===== src/hw/rtl/hps_pkg.sv =====
package hps_pkg;

    localparam int PIXEL_BITS     = 16;
    localparam int SAMPLE_BITS    = 32;
    localparam int RES_BITS       = 16;
    localparam int CFG_INDEX_BITS = 2;
    localparam int CFG_DATA_BITS  = 16;

    // Sized for the largest tile (256)
    localparam int TILE_BITS      = 8;
    localparam int CAP_BITS       = TILE_BITS + 1;
    localparam int EXP2_BITS      = 4;
    localparam int TERN_DIGITS    = 6;
    localparam int EXP3_BITS      = 3;
    localparam int POW3_BITS      = 10;
    localparam int STRIDE_BITS    = 18;
    localparam int OFFSET_BITS    = 18;

    localparam int SEQ_BITS       = 47;
    localparam int POFF_BITS      = 15;
    localparam int TILE_OUT_BITS  = 7;

    typedef enum logic [CFG_INDEX_BITS-1:0] {
        REG_RES_X = 2'd0,
        REG_RES_Y = 2'd1,
        REG_PERM2 = 2'd2,
        REG_PERM3 = 2'd3
    } cfg_reg_t;

    typedef logic [1:0] tdigit_t;

    typedef struct packed {
        logic                   unblocked;
        logic [EXP2_BITS-1:0]   exp2;
        logic [EXP3_BITS-1:0]   exp3;
        logic [POW3_BITS-1:0]   pow3;
        logic [TILE_BITS-1:0]   px_mask;
        logic [TILE_BITS-1:0]   inv_pow3;
        logic [STRIDE_BITS-1:0] stride;
        logic [1:0]             perm2;
        logic [5:0]             perm3;
    } hps_cfg_t;

    localparam hps_cfg_t CFG_RESET = '{
        unblocked: 1'b1,
        exp2:      '0,
        exp3:      '0,
        pow3:      10'd1,
        px_mask:   '0,
        inv_pow3:  '0,
        stride:    18'd1,
        perm2:     2'd2,
        perm3:     6'd36
    };

    function automatic logic [POW3_BITS-1:0] pow3(input logic [EXP3_BITS-1:0] e);
        logic [POW3_BITS-1:0] v;
        case (e)
            3'd0:    v = 10'd1;
            3'd1:    v = 10'd3;
            3'd2:    v = 10'd9;
            3'd3:    v = 10'd27;
            3'd4:    v = 10'd81;
            3'd5:    v = 10'd243;
            3'd6:    v = 10'd729;
            default: v = 10'd1;
        endcase
        return v;
    endfunction

    // inverse of 3^e modulo 256
    function automatic logic [TILE_BITS-1:0] inv_pow3_mod(input logic [EXP3_BITS-1:0] e);
        logic [TILE_BITS-1:0] v;
        case (e)
            3'd0:    v = 8'd1;
            3'd1:    v = 8'd171;
            3'd2:    v = 8'd57;
            3'd3:    v = 8'd19;
            3'd4:    v = 8'd177;
            3'd5:    v = 8'd59;
            3'd6:    v = 8'd105;
            default: v = 8'd1;
        endcase
        return v;
    endfunction

    // exact floor(v / 3) for 8-bit v
    function automatic logic [TILE_BITS-1:0] div3(input logic [TILE_BITS-1:0] v);
        logic [15:0] p;
        p = 16'(v) * 16'd171;
        return {1'b0, p[15:9]};
    endfunction

    function automatic tdigit_t perm_tern(input logic [5:0] perm, input tdigit_t d);
        tdigit_t v;
        case (d)
            2'd0:    v = perm[1:0];
            2'd1:    v = perm[3:2];
            2'd2:    v = perm[5:4];
            default: v = 2'd0;
        endcase
        return (v == 2'd3) ? 2'd2 : v;
    endfunction

endpackage


===== src/hw/rtl/halton_pixel_sample_index.sv =====
// Halton pixel sample index
//
// Command channel: present pixel_x, pixel_y and sample_index with start high;
// the command transfers at a rising edge where start is high and busy is low.
// busy stays low, so a new command can transfer on every clock.
// Result channel: done is high for exactly one cycle with sequence_index,
// pixel_offset, tile_x and tile_y; the result transfers at the edge ending
// that cycle. The receiver cannot stall the block.
// Configuration: cfg_valid/cfg_ready write channel, cfg_index selects res_x,
// res_y, inv_perm_base2 or inv_perm_base3; cfg_ready is always high.
// Write configuration only while no command is in flight.
// Pipeline: 7 register stages (tile reduction 2, digit reversal 2, CRT
// combine and sample_index * stride 3). Throughput: one command per cycle.
// Reset: asynchronous, active low; empties the pipeline and sets res_x = 1,
// res_y = 1 and identity digit permutations.
module halton_pixel_sample_index #(
    parameter int TILE_SIZE         = 128,
    parameter int SAMPLE_INDEX_BITS = 32
) (
    input  logic                                clk,
    input  logic                                rst_n,
    input  logic                                start,
    output logic                                busy,
    input  logic [hps_pkg::PIXEL_BITS-1:0]      pixel_x,
    input  logic [hps_pkg::PIXEL_BITS-1:0]      pixel_y,
    input  logic [hps_pkg::SAMPLE_BITS-1:0]     sample_index,
    output logic                                done,
    output logic [hps_pkg::SEQ_BITS-1:0]        sequence_index,
    output logic [hps_pkg::POFF_BITS-1:0]       pixel_offset,
    output logic [hps_pkg::TILE_OUT_BITS-1:0]   tile_x,
    output logic [hps_pkg::TILE_OUT_BITS-1:0]   tile_y,
    input  logic                                cfg_valid,
    output logic                                cfg_ready,
    input  logic [hps_pkg::CFG_INDEX_BITS-1:0]  cfg_index,
    input  logic [hps_pkg::CFG_DATA_BITS-1:0]   cfg_data
);
    import hps_pkg::*;

    hps_cfg_t                     cfg;
    logic                         cmd_valid;

    logic                         tm_valid;
    logic [TILE_BITS-1:0]         tm_tx;
    logic [TILE_BITS-1:0]         tm_ty;
    logic [SAMPLE_INDEX_BITS-1:0] tm_sample;

    logic                         dr_valid;
    logic [TILE_BITS-1:0]         dr_ox;
    logic [POW3_BITS-1:0]         dr_oy;
    logic [TILE_BITS-1:0]         dr_tx;
    logic [TILE_BITS-1:0]         dr_ty;
    logic [SAMPLE_INDEX_BITS-1:0] dr_sample;

    assign busy      = 1'b0;
    assign cmd_valid = start && !busy;

    hps_cfg_regs #(
        .TILE_SIZE (TILE_SIZE)
    ) u_cfg (
        .clk       (clk),
        .rst_n     (rst_n),
        .cfg_valid (cfg_valid),
        .cfg_ready (cfg_ready),
        .cfg_index (cfg_index),
        .cfg_data  (cfg_data),
        .cfg       (cfg)
    );

    hps_tile_mod #(
        .TILE_SIZE         (TILE_SIZE),
        .SAMPLE_INDEX_BITS (SAMPLE_INDEX_BITS)
    ) u_tile (
        .clk        (clk),
        .rst_n      (rst_n),
        .in_valid   (cmd_valid),
        .pixel_x    (pixel_x),
        .pixel_y    (pixel_y),
        .sample_in  (sample_index[SAMPLE_INDEX_BITS-1:0]),
        .out_valid  (tm_valid),
        .tile_x     (tm_tx),
        .tile_y     (tm_ty),
        .sample_out (tm_sample)
    );

    hps_digit_rev #(
        .SAMPLE_INDEX_BITS (SAMPLE_INDEX_BITS)
    ) u_digit (
        .clk        (clk),
        .rst_n      (rst_n),
        .in_valid   (tm_valid),
        .tile_x_in  (tm_tx),
        .tile_y_in  (tm_ty),
        .sample_in  (tm_sample),
        .cfg        (cfg),
        .out_valid  (dr_valid),
        .ox         (dr_ox),
        .oy         (dr_oy),
        .tile_x_out (dr_tx),
        .tile_y_out (dr_ty),
        .sample_out (dr_sample)
    );

    hps_crt #(
        .SAMPLE_INDEX_BITS (SAMPLE_INDEX_BITS)
    ) u_crt (
        .clk            (clk),
        .rst_n          (rst_n),
        .in_valid       (dr_valid),
        .ox             (dr_ox),
        .oy             (dr_oy),
        .tile_x_in      (dr_tx),
        .tile_y_in      (dr_ty),
        .sample_in      (dr_sample),
        .cfg            (cfg),
        .done           (done),
        .sequence_index (sequence_index),
        .pixel_offset   (pixel_offset),
        .tile_x         (tile_x),
        .tile_y         (tile_y)
    );

endmodule


===== src/hw/rtl/hps_cfg_regs.sv =====
module hps_cfg_regs #(
    parameter int TILE_SIZE = 128
) (
    input  logic                                clk,
    input  logic                                rst_n,
    input  logic                                cfg_valid,
    output logic                                cfg_ready,
    input  logic [hps_pkg::CFG_INDEX_BITS-1:0]  cfg_index,
    input  logic [hps_pkg::CFG_DATA_BITS-1:0]   cfg_data,
    output hps_pkg::hps_cfg_t                   cfg
);
    import hps_pkg::*;

    logic [RES_BITS-1:0] res_x_reg;
    logic [RES_BITS-1:0] res_y_reg;
    logic [1:0]          perm2_reg;
    logic [5:0]          perm3_reg;
    hps_cfg_t            cfg_reg;
    hps_cfg_t            cfg_next;

    assign cfg_ready = 1'b1;
    assign cfg       = cfg_reg;

    always_ff @(posedge clk or negedge rst_n)
    begin
        if (!rst_n)
        begin
            res_x_reg <= 16'd1;
            res_y_reg <= 16'd1;
            perm2_reg <= 2'd2;
            perm3_reg <= 6'd36;
        end
        else if (cfg_valid)
        begin
            case (cfg_index)
                REG_RES_X: res_x_reg <= cfg_data;
                REG_RES_Y: res_y_reg <= cfg_data;
                REG_PERM2: perm2_reg <= cfg_data[1:0];
                REG_PERM3: perm3_reg <= cfg_data[5:0];
                default:   res_x_reg <= res_x_reg;
            endcase
        end
    end

    always_comb
    begin
        logic [CAP_BITS-1:0]    cap_x;
        logic [CAP_BITS-1:0]    cap_y;
        logic [TILE_BITS-1:0]   below2;
        logic [TERN_DIGITS-1:0] below3;
        logic [STRIDE_BITS-1:0] stride;
        cap_x = (res_x_reg >= RES_BITS'(TILE_SIZE)) ? CAP_BITS'(TILE_SIZE)
                                                     : res_x_reg[CAP_BITS-1:0];
        cap_y = (res_y_reg >= RES_BITS'(TILE_SIZE)) ? CAP_BITS'(TILE_SIZE)
                                                     : res_y_reg[CAP_BITS-1:0];
        for (int e = 0; e < TILE_BITS; e++)
            below2[e] = (CAP_BITS'(1) << e) < cap_x;
        for (int e = 0; e < TERN_DIGITS; e++)
            below3[e] = pow3(EXP3_BITS'(e)) < POW3_BITS'(cap_y);
        cfg_next.exp2     = EXP2_BITS'($countones(below2));
        cfg_next.exp3     = EXP3_BITS'($countones(below3));
        cfg_next.pow3     = pow3(cfg_next.exp3);
        cfg_next.px_mask  = TILE_BITS'((CAP_BITS'(1) << cfg_next.exp2) - CAP_BITS'(1));
        cfg_next.inv_pow3 = inv_pow3_mod(cfg_next.exp3) & cfg_next.px_mask;
        stride            = STRIDE_BITS'(cfg_next.pow3) << cfg_next.exp2;
        cfg_next.unblocked = (res_x_reg == 16'd1) ||
                             (cfg_next.exp2 == '0 && cfg_next.exp3 == '0);
        cfg_next.stride   = cfg_next.unblocked ? STRIDE_BITS'(1) : stride;
        cfg_next.perm2    = perm2_reg;
        cfg_next.perm3    = perm3_reg;
    end

    always_ff @(posedge clk or negedge rst_n)
    begin
        if (!rst_n)
            cfg_reg <= CFG_RESET;
        else
            cfg_reg <= cfg_next;
    end

    a_unblocked_stride: assert property (@(posedge clk) disable iff (!rst_n)
        cfg_reg.unblocked |-> cfg_reg.stride == STRIDE_BITS'(1))
        else $error("unblocked mode with stride other than one");

    a_stride_product: assert property (@(posedge clk) disable iff (!rst_n)
        !cfg_reg.unblocked |->
            cfg_reg.stride == (STRIDE_BITS'(cfg_reg.pow3) << cfg_reg.exp2))
        else $error("stride does not match axis powers");

endmodule


===== src/hw/rtl/hps_tile_mod.sv =====
module hps_tile_mod #(
    parameter int TILE_SIZE         = 128,
    parameter int SAMPLE_INDEX_BITS = 32
) (
    input  logic                             clk,
    input  logic                             rst_n,
    input  logic                             in_valid,
    input  logic [hps_pkg::PIXEL_BITS-1:0]   pixel_x,
    input  logic [hps_pkg::PIXEL_BITS-1:0]   pixel_y,
    input  logic [SAMPLE_INDEX_BITS-1:0]     sample_in,
    output logic                             out_valid,
    output logic [hps_pkg::TILE_BITS-1:0]    tile_x,
    output logic [hps_pkg::TILE_BITS-1:0]    tile_y,
    output logic [SAMPLE_INDEX_BITS-1:0]     sample_out
);
    import hps_pkg::*;

    localparam int RECIP_SHIFT = 24;
    localparam int PROD_BITS   = PIXEL_BITS + RECIP_SHIFT;
    localparam logic [RECIP_SHIFT-1:0] RECIP =
        RECIP_SHIFT'((64'd1 << RECIP_SHIFT) / TILE_SIZE);

    // quotient estimate is exact or one low
    function automatic logic [TILE_BITS-1:0] reduce(input logic [PIXEL_BITS-1:0] v,
                                                    input logic [PROD_BITS-1:0] prod);
        logic [PIXEL_BITS-1:0] q;
        logic [PROD_BITS-1:0]  qt;
        logic [PROD_BITS-1:0]  r;
        q  = prod[PROD_BITS-1 -: PIXEL_BITS];
        qt = PROD_BITS'(q) * PROD_BITS'(TILE_SIZE);
        r  = PROD_BITS'(v) - qt;
        if (r >= PROD_BITS'(TILE_SIZE))
            r = r - PROD_BITS'(TILE_SIZE);
        return r[TILE_BITS-1:0];
    endfunction

    logic                         v1_reg;
    logic [PIXEL_BITS-1:0]        x1_reg;
    logic [PIXEL_BITS-1:0]        y1_reg;
    logic [PROD_BITS-1:0]         px1_reg;
    logic [PROD_BITS-1:0]         py1_reg;
    logic [SAMPLE_INDEX_BITS-1:0] s1_reg;

    logic                         v2_reg;
    logic [TILE_BITS-1:0]         tx2_reg;
    logic [TILE_BITS-1:0]         ty2_reg;
    logic [SAMPLE_INDEX_BITS-1:0] s2_reg;

    always_ff @(posedge clk or negedge rst_n)
    begin
        if (!rst_n)
        begin
            v1_reg <= 1'b0;
            v2_reg <= 1'b0;
        end
        else
        begin
            v1_reg <= in_valid;
            v2_reg <= v1_reg;
        end
    end

    always_ff @(posedge clk)
    begin
        x1_reg  <= pixel_x;
        y1_reg  <= pixel_y;
        px1_reg <= PROD_BITS'(pixel_x) * PROD_BITS'(RECIP);
        py1_reg <= PROD_BITS'(pixel_y) * PROD_BITS'(RECIP);
        s1_reg  <= sample_in;
        tx2_reg <= reduce(x1_reg, px1_reg);
        ty2_reg <= reduce(y1_reg, py1_reg);
        s2_reg  <= s1_reg;
    end

    assign out_valid  = v2_reg;
    assign tile_x     = tx2_reg;
    assign tile_y     = ty2_reg;
    assign sample_out = s2_reg;

    a_tile_range: assert property (@(posedge clk) disable iff (!rst_n)
        v2_reg |-> (9'(tx2_reg) < 9'(TILE_SIZE)) && (9'(ty2_reg) < 9'(TILE_SIZE)))
        else $error("tile coordinate not reduced below tile size");

endmodule


===== src/hw/rtl/hps_digit_rev.sv =====
module hps_digit_rev #(
    parameter int SAMPLE_INDEX_BITS = 32
) (
    input  logic                             clk,
    input  logic                             rst_n,
    input  logic                             in_valid,
    input  logic [hps_pkg::TILE_BITS-1:0]    tile_x_in,
    input  logic [hps_pkg::TILE_BITS-1:0]    tile_y_in,
    input  logic [SAMPLE_INDEX_BITS-1:0]     sample_in,
    input  hps_pkg::hps_cfg_t                cfg,
    output logic                             out_valid,
    output logic [hps_pkg::TILE_BITS-1:0]    ox,
    output logic [hps_pkg::POW3_BITS-1:0]    oy,
    output logic [hps_pkg::TILE_BITS-1:0]    tile_x_out,
    output logic [hps_pkg::TILE_BITS-1:0]    tile_y_out,
    output logic [SAMPLE_INDEX_BITS-1:0]     sample_out
);
    import hps_pkg::*;

    logic                         v3_reg;
    logic [TILE_BITS-1:0]         ox3_reg;
    logic [TILE_BITS-1:0]         ox3_next;
    tdigit_t                      pd3_reg  [TERN_DIGITS];
    tdigit_t                      pd3_next [TERN_DIGITS];
    logic [TILE_BITS-1:0]         tx3_reg;
    logic [TILE_BITS-1:0]         ty3_reg;
    logic [SAMPLE_INDEX_BITS-1:0] s3_reg;

    logic                         v4_reg;
    logic [TILE_BITS-1:0]         ox4_reg;
    logic [POW3_BITS-1:0]         oy4_reg;
    logic [POW3_BITS-1:0]         oy4_next;
    logic [TILE_BITS-1:0]         tx4_reg;
    logic [TILE_BITS-1:0]         ty4_reg;
    logic [SAMPLE_INDEX_BITS-1:0] s4_reg;

    // binary digits: mirror the full byte, then drop the digits above exp2
    always_comb
    begin
        logic [TILE_BITS-1:0] rev;
        logic [TILE_BITS-1:0] v;
        logic [TILE_BITS-1:0] q;
        logic [TILE_BITS-1:0] r;
        for (int i = 0; i < TILE_BITS; i++)
            rev[TILE_BITS-1-i] = cfg.perm2[tile_x_in[i]];
        ox3_next = rev >> (EXP2_BITS'(TILE_BITS) - cfg.exp2);
        v = tile_y_in;
        for (int i = 0; i < TERN_DIGITS; i++)
        begin
            q = div3(v);
            r = v - TILE_BITS'(q * 8'd3);
            pd3_next[i] = perm_tern(cfg.perm3, r[1:0]);
            v = q;
        end
    end

    always_comb
    begin
        logic [POW3_BITS-1:0] acc;
        acc = '0;
        for (int i = 0; i < TERN_DIGITS; i++)
        begin
            if (EXP3_BITS'(i) < cfg.exp3)
                acc = acc + POW3_BITS'(pd3_reg[i]) *
                            pow3(EXP3_BITS'(cfg.exp3 - EXP3_BITS'(i) - EXP3_BITS'(1)));
        end
        oy4_next = acc;
    end

    always_ff @(posedge clk or negedge rst_n)
    begin
        if (!rst_n)
        begin
            v3_reg <= 1'b0;
            v4_reg <= 1'b0;
        end
        else
        begin
            v3_reg <= in_valid;
            v4_reg <= v3_reg;
        end
    end

    always_ff @(posedge clk)
    begin
        ox3_reg <= ox3_next;
        pd3_reg <= pd3_next;
        tx3_reg <= tile_x_in;
        ty3_reg <= tile_y_in;
        s3_reg  <= sample_in;
        ox4_reg <= ox3_reg;
        oy4_reg <= oy4_next;
        tx4_reg <= tx3_reg;
        ty4_reg <= ty3_reg;
        s4_reg  <= s3_reg;
    end

    assign out_valid  = v4_reg;
    assign ox         = ox4_reg;
    assign oy         = oy4_reg;
    assign tile_x_out = tx4_reg;
    assign tile_y_out = ty4_reg;
    assign sample_out = s4_reg;

    a_offsets_in_range: assert property (@(posedge clk) disable iff (!rst_n)
        v4_reg |-> (oy4_reg < cfg.pow3) && ((ox4_reg & ~cfg.px_mask) == '0))
        else $error("axis offset not below its axis power");

endmodule


===== src/hw/rtl/hps_crt.sv =====
module hps_crt #(
    parameter int SAMPLE_INDEX_BITS = 32
) (
    input  logic                                clk,
    input  logic                                rst_n,
    input  logic                                in_valid,
    input  logic [hps_pkg::TILE_BITS-1:0]       ox,
    input  logic [hps_pkg::POW3_BITS-1:0]       oy,
    input  logic [hps_pkg::TILE_BITS-1:0]       tile_x_in,
    input  logic [hps_pkg::TILE_BITS-1:0]       tile_y_in,
    input  logic [SAMPLE_INDEX_BITS-1:0]        sample_in,
    input  hps_pkg::hps_cfg_t                   cfg,
    output logic                                done,
    output logic [hps_pkg::SEQ_BITS-1:0]        sequence_index,
    output logic [hps_pkg::POFF_BITS-1:0]       pixel_offset,
    output logic [hps_pkg::TILE_OUT_BITS-1:0]   tile_x,
    output logic [hps_pkg::TILE_OUT_BITS-1:0]   tile_y
);
    import hps_pkg::*;

    localparam int PS_BITS = SAMPLE_INDEX_BITS + STRIDE_BITS;

    logic                         v5_reg;
    logic [TILE_BITS-1:0]         t5_reg;
    logic [TILE_BITS-1:0]         t5_next;
    logic [POW3_BITS-1:0]         oy5_reg;
    logic [TILE_BITS-1:0]         tx5_reg;
    logic [TILE_BITS-1:0]         ty5_reg;
    logic [SAMPLE_INDEX_BITS-1:0] s5_reg;

    logic                         v6_reg;
    logic [OFFSET_BITS-1:0]       off6_reg;
    logic [PS_BITS-1:0]           ps6_reg;
    logic [TILE_BITS-1:0]         tx6_reg;
    logic [TILE_BITS-1:0]         ty6_reg;

    logic                         v7_reg;
    logic [SEQ_BITS-1:0]          seq7_reg;
    logic [POFF_BITS-1:0]         off7_reg;
    logic [TILE_OUT_BITS-1:0]     tx7_reg;
    logic [TILE_OUT_BITS-1:0]     ty7_reg;
    logic [63:0]                  seq_wide;

    // offset = oy + py * ((ox - oy) * py^-1 mod px)
    always_comb
    begin
        logic [TILE_BITS-1:0]   diff;
        logic [2*TILE_BITS-1:0] prod;
        diff    = ox - oy[TILE_BITS-1:0];
        prod    = (2*TILE_BITS)'(diff) * (2*TILE_BITS)'(cfg.inv_pow3);
        t5_next = prod[TILE_BITS-1:0] & cfg.px_mask;
    end

    assign seq_wide = 64'(ps6_reg) + 64'(off6_reg);

    always_ff @(posedge clk or negedge rst_n)
    begin
        if (!rst_n)
        begin
            v5_reg <= 1'b0;
            v6_reg <= 1'b0;
            v7_reg <= 1'b0;
        end
        else
        begin
            v5_reg <= in_valid;
            v6_reg <= v5_reg;
            v7_reg <= v6_reg;
        end
    end

    always_ff @(posedge clk)
    begin
        t5_reg   <= t5_next;
        oy5_reg  <= oy;
        tx5_reg  <= tile_x_in;
        ty5_reg  <= tile_y_in;
        s5_reg   <= sample_in;

        off6_reg <= cfg.unblocked ? '0
                  : OFFSET_BITS'(oy5_reg) + OFFSET_BITS'(cfg.pow3) * OFFSET_BITS'(t5_reg);
        ps6_reg  <= PS_BITS'(s5_reg) * PS_BITS'(cfg.stride);
        tx6_reg  <= cfg.unblocked ? '0 : tx5_reg;
        ty6_reg  <= cfg.unblocked ? '0 : ty5_reg;

        seq7_reg <= seq_wide[SEQ_BITS-1:0];
        off7_reg <= off6_reg[POFF_BITS-1:0];
        tx7_reg  <= tx6_reg[TILE_OUT_BITS-1:0];
        ty7_reg  <= ty6_reg[TILE_OUT_BITS-1:0];
    end

    assign done           = v7_reg;
    assign sequence_index = seq7_reg;
    assign pixel_offset   = off7_reg;
    assign tile_x         = tx7_reg;
    assign tile_y         = ty7_reg;

    a_offset_below_stride: assert property (@(posedge clk) disable iff (!rst_n)
        v6_reg |-> (cfg.unblocked ? (off6_reg == '0)
                                  : (off6_reg < OFFSET_BITS'(cfg.stride))))
        else $error("pixel offset not below stride");

endmodule

===== config.mk =====
export PLATFORM = sky130hd
export DESIGN_NAME = halton_pixel_sample_index
export DESIGN_NICKNAME = d
export VERILOG_FILES = /design/src/hw/rtl/hps_pkg.sv /design/src/hw/rtl/halton_pixel_sample_index.sv /design/src/hw/rtl/hps_cfg_regs.sv /design/src/hw/rtl/hps_tile_mod.sv /design/src/hw/rtl/hps_digit_rev.sv /design/src/hw/rtl/hps_crt.sv
export SDC_FILE = /design/constraint.sdc
export NUM_CORES = 2
export LEC_CHECK = 0
export BUFFER_PORTS_ARGS = -buffer_cell sky130_fd_sc_hd__buf_2
export CAP_MARGIN = 0
export CORE_MARGIN = 5
export CORE_UTILIZATION = 45
export CTS_CLUSTER_DIAMETER = 30
export DETAILED_ROUTE_END_ITERATION = 10
export REMOVE_ABC_BUFFERS = 1
export SLEW_MARGIN = 20
export SYNTH_ARGS = -nofsm -noshare
export SYNTH_HDL_FRONTEND = slang
export SYNTH_SLANG_ARGS = --single-unit

===== constraint.sdc =====
create_clock -name clk -period 21.9 [get_ports clk]
set_clock_uncertainty 0.15 [all_clocks]
set_input_delay 3.285 -clock clk [delete_from_list [all_inputs] [get_ports clk]]
set_output_delay 3.285 -clock clk [all_outputs]
set_load 0.005 [all_outputs]

==> metrics.md <==
| Metric | Value |
|---|---|
| Status | `finished clean` |
| Gpl congestion | `~0.84` |
| Crit path top cell by count | `ha_1` |
| Worst R2R Start | `u_tile.tile_y[2]` |
| Hold_sp | `u_digit.s3_reg[21]` |
| Max clock buf depth | `3` |
| Family with the most delay on the worst path | `adder cells` |
| First-pass GRT wire length | `163 mm` |
| Slew Limit Fails | `0` |
| Critical path buffers and inverters | `9` |
| Number of distinct library cells after synthesis | `81` |
| Critical path arrival | `about 19 ns` |
| Yosys Warn Count | `0` |
| Crit path required time | `between 20 and 25 ns` |
| CP peak stage delay | `roughly 0.60 ns` |
| CTS Root Cell | `clkbuf_16` |
| Cells after Synth | `approximately 4500` |
| Skew-Pair Late Insertion Delay | `0.68 ns` |
| Die area | `around 100000 um^2` |
| Clock sink total | `542` |
| Critical path peak fanout | `11` |
| H-tree depth | `3` |
| Main flop type after synthesis | `dfxtp_1` |
| RSZ-0062 raised after global routing | `false` |
| Layout cells sized above 1 | `0.0927` |
| Hold buffers post-CTS | `0` |
| Fin crit share | `0.851` |
| Crit path kind | `flip-flop to flip-flop` |
| #FFs+latches synth | `roughly 540` |
| Drt initial violations | `1357` |
| Sequential area share after synthesis | `0.261` |
| Crit. End Element | `flip-flop` |
| PortBufs | `144` |
| DR vias/cell | `4.94` |
| Post-synthesis cell area | `43500 um^2` |
| Synth-to-layout area growth | `12.9%` |
| Wire length per cell | `between 15 and 20 um` |
| Row count | `114` |
| DRC Markers | `0` |
| CP startpoint | `u_tile.tile_y[2]` |
| Fin Setup TNS | `0 ns` |
| Via count | `approximately 29000` |
| HPWL after detailed placement | `74.3 mm` |
| Core region area | `around 96000 um^2` |
| Nets | `5693` |
| Initial antenna violation count | `1` |
| Worst slew pin tran | `1.07 ns` |
| Largest net degree at the start of global routing | `75` |
| MaxCap Viol Count | `0` |
| Worst min-delay path class | `flip-flop to flip-flop` |
| Syn_area_per_cell | `9.78 um^2` |
| Horiz. Die Dim | `between 300 and 400 um` |
| CTS tree | `built` |
| Initial Utilization | `0.452` |
| Fill cells | `8927` |
| 1st-pass router iterations | `5` |
| Die height | `approximately 320 um` |
| IO Pins | `roughly 170` |
| Synth async-reset ratio | `0.186` |
| Worst-path clk slew | `roughly 0.050 ns` |
| Postcts setup bufs | `0` |
| Post-CTS sizing | `0` |
| Worst Setup Start Kind | `flip-flop` |
| Final WL | `97.2 mm` |
| Fin crit period | `18.64 ns` |
| Total GRT Usage | `0.195` |
| Post-synth EDFFs | `0` |
| FMAX | `~54 MHz` |
| Max FFs per register | `55` |
| Vias in the first global route | `31100` |
| Detail Route Antenna Nets | `0` |
| Final hold viol count | `0` |
| FF/Latch Area | `11400 um^2` |
| Antenna cell count | `0` |
| Worst slew margin | `0.285` |
| Critical-path top delay cell | `o41ai_1` |
| CTS Buf Count | `100` |
| Setup violators final | `0` |
| Total gr overflow | `0` |
| Multi-input logic area | `28800 um^2` |
==> path summary, 6_finish.rpt <==
kind                                           to  slack, ns  depth (start not counted)
max                            u_digit.pd3_reg[0]       3.26                         78
max reg2reg                    u_digit.pd3_reg[0]       3.26                         78
max in group asynchronous      u_cfg.perm2_reg[0]      17.98                          2
min reg2reg                u_digit.sample_out[21]       0.17                          0
min                        u_digit.sample_out[21]       0.17                          0
min in group asynchronous           u_cfg.cfg[46]       2.40                          1
==> logic make-up (layout without fill, tap and decap cells) <==
| family | Yosys count | count (layout) | share of synthesized area |
|---|---|---|---|
| AND/OR/NAND/NOR | 1236 | 1236 | 0.135 |
| other | 2 | 5 | 0.000172 |
| multiplexers | 98 | 98 | 0.0243 |
| AO/OA/AOI/OAI | 428 | 428 | 0.0619 |
| flip-flops | 542 | 542 | 0.261 |
| buffers and inverters | 912 | 1127 | 0.0788 |
| XOR/XNOR | 208 | 208 | 0.0422 |
| adder cells (fa/ha/maj) | 1026 | 1026 | 0.397 |
==> cell type report <==
type | instances | share of cell area
Multi-Input combinational cell | 3001 | 0.585
Inverter | 752 | 0.0574
Sequential cell | 542 | 0.231
Timing Repair Buffer | 187 | 0.0213
Clock inverter | 71 | 0.0181
Clock buffer | 117 | 0.0541
Tap cell | 1276 | 0.0325
==> layer usage <==
layer,global-route usage,vias up,share of wire
li1,-,14200,-
met3,0.0340,163,0.049
met2,0.323,627,0.47
met5,0,-,0
met4,0.0589,0,0.027
met1,0.263,14400,0.45
==> stage by stage <==
step / instances / hold WS (ns) / cell area, um^2 / worst slack [ns] / util
after floorplan: 4295 / 0.160 / 42900 / 4.87 / -
after global placement: 5758 / 0.160 / 45600 / 3.44 / 0.473
after detailed placement: 5758 / 0.162 / 45600 / 3.19 / 0.473
after CTS: 5946 / 0.171 / 49100 / 3.09 / 0.510
after global routing: 5946 / 0.167 / 49100 / 1.56 / 0.510
final: 5946 / 0.170 / 49100 / 3.26 / 0.510
==> cell usage in the layout, fill, tap and decap left out, types with 100 or more instances in the layout <==
master     Yosys  final
buf_2          0    143
and2_1       242    242
ha_1         429    429
inv_1        745    745
fa_1         594    594
a21oi_1      138    138
xnor2_1      154    154
dfxtp_1      441    441
nand2_1      563    563
clkbuf_16      0    100
nor2_1       165    165
==> synth_stat cells (7+ instances only) <==
cell / count / area (um^2)
a211oi_1: 17 / 128
nor4_1: 10 / 62.6
nand2b_1: 34 / 213
dfstp_2: 9 / 236
a21o_1: 37 / 278
a21oi_1: 138 / 691
nor2_1: 165 / 619
nor3_1: 55 / 275
inv_1: 745 / 2800
ha_1: 429 / 5370
nand2_1: 563 / 2110
and2_1: 242 / 1510
clkbuf_1: 151 / 567
xnor2_1: 154 / 1350
and3_1: 18 / 113
dfxtp_1: 441 / 8830
fa_1: 594 / 11900
nand3_1: 30 / 150
or3_1: 12 / 75.1
dfrtp_1: 92 / 2300
a2111oi_0: 7 / 61.3
buf_1: 7 / 26.3
mux2_2: 40 / 450
o21ai_0: 42 / 210
a211o_1: 9 / 78.8
xor2_1: 53 / 464
nand4_1: 8 / 50.1
o21a_1: 27 / 203
o22ai_1: 9 / 56.3
nor2b_1: 63 / 394
nor3b_1: 8 / 60.1
mux2i_1: 35 / 350
a31oi_1: 14 / 87.6
mux2_1: 23 / 259
a21boi_1: 9 / 67.6
o21bai_1: 13 / 97.6
o21ai_1: 54 / 270
Power is not shown: default switching activity piles up to over one toggle a cycle in this logic, so the estimate is an artifact.
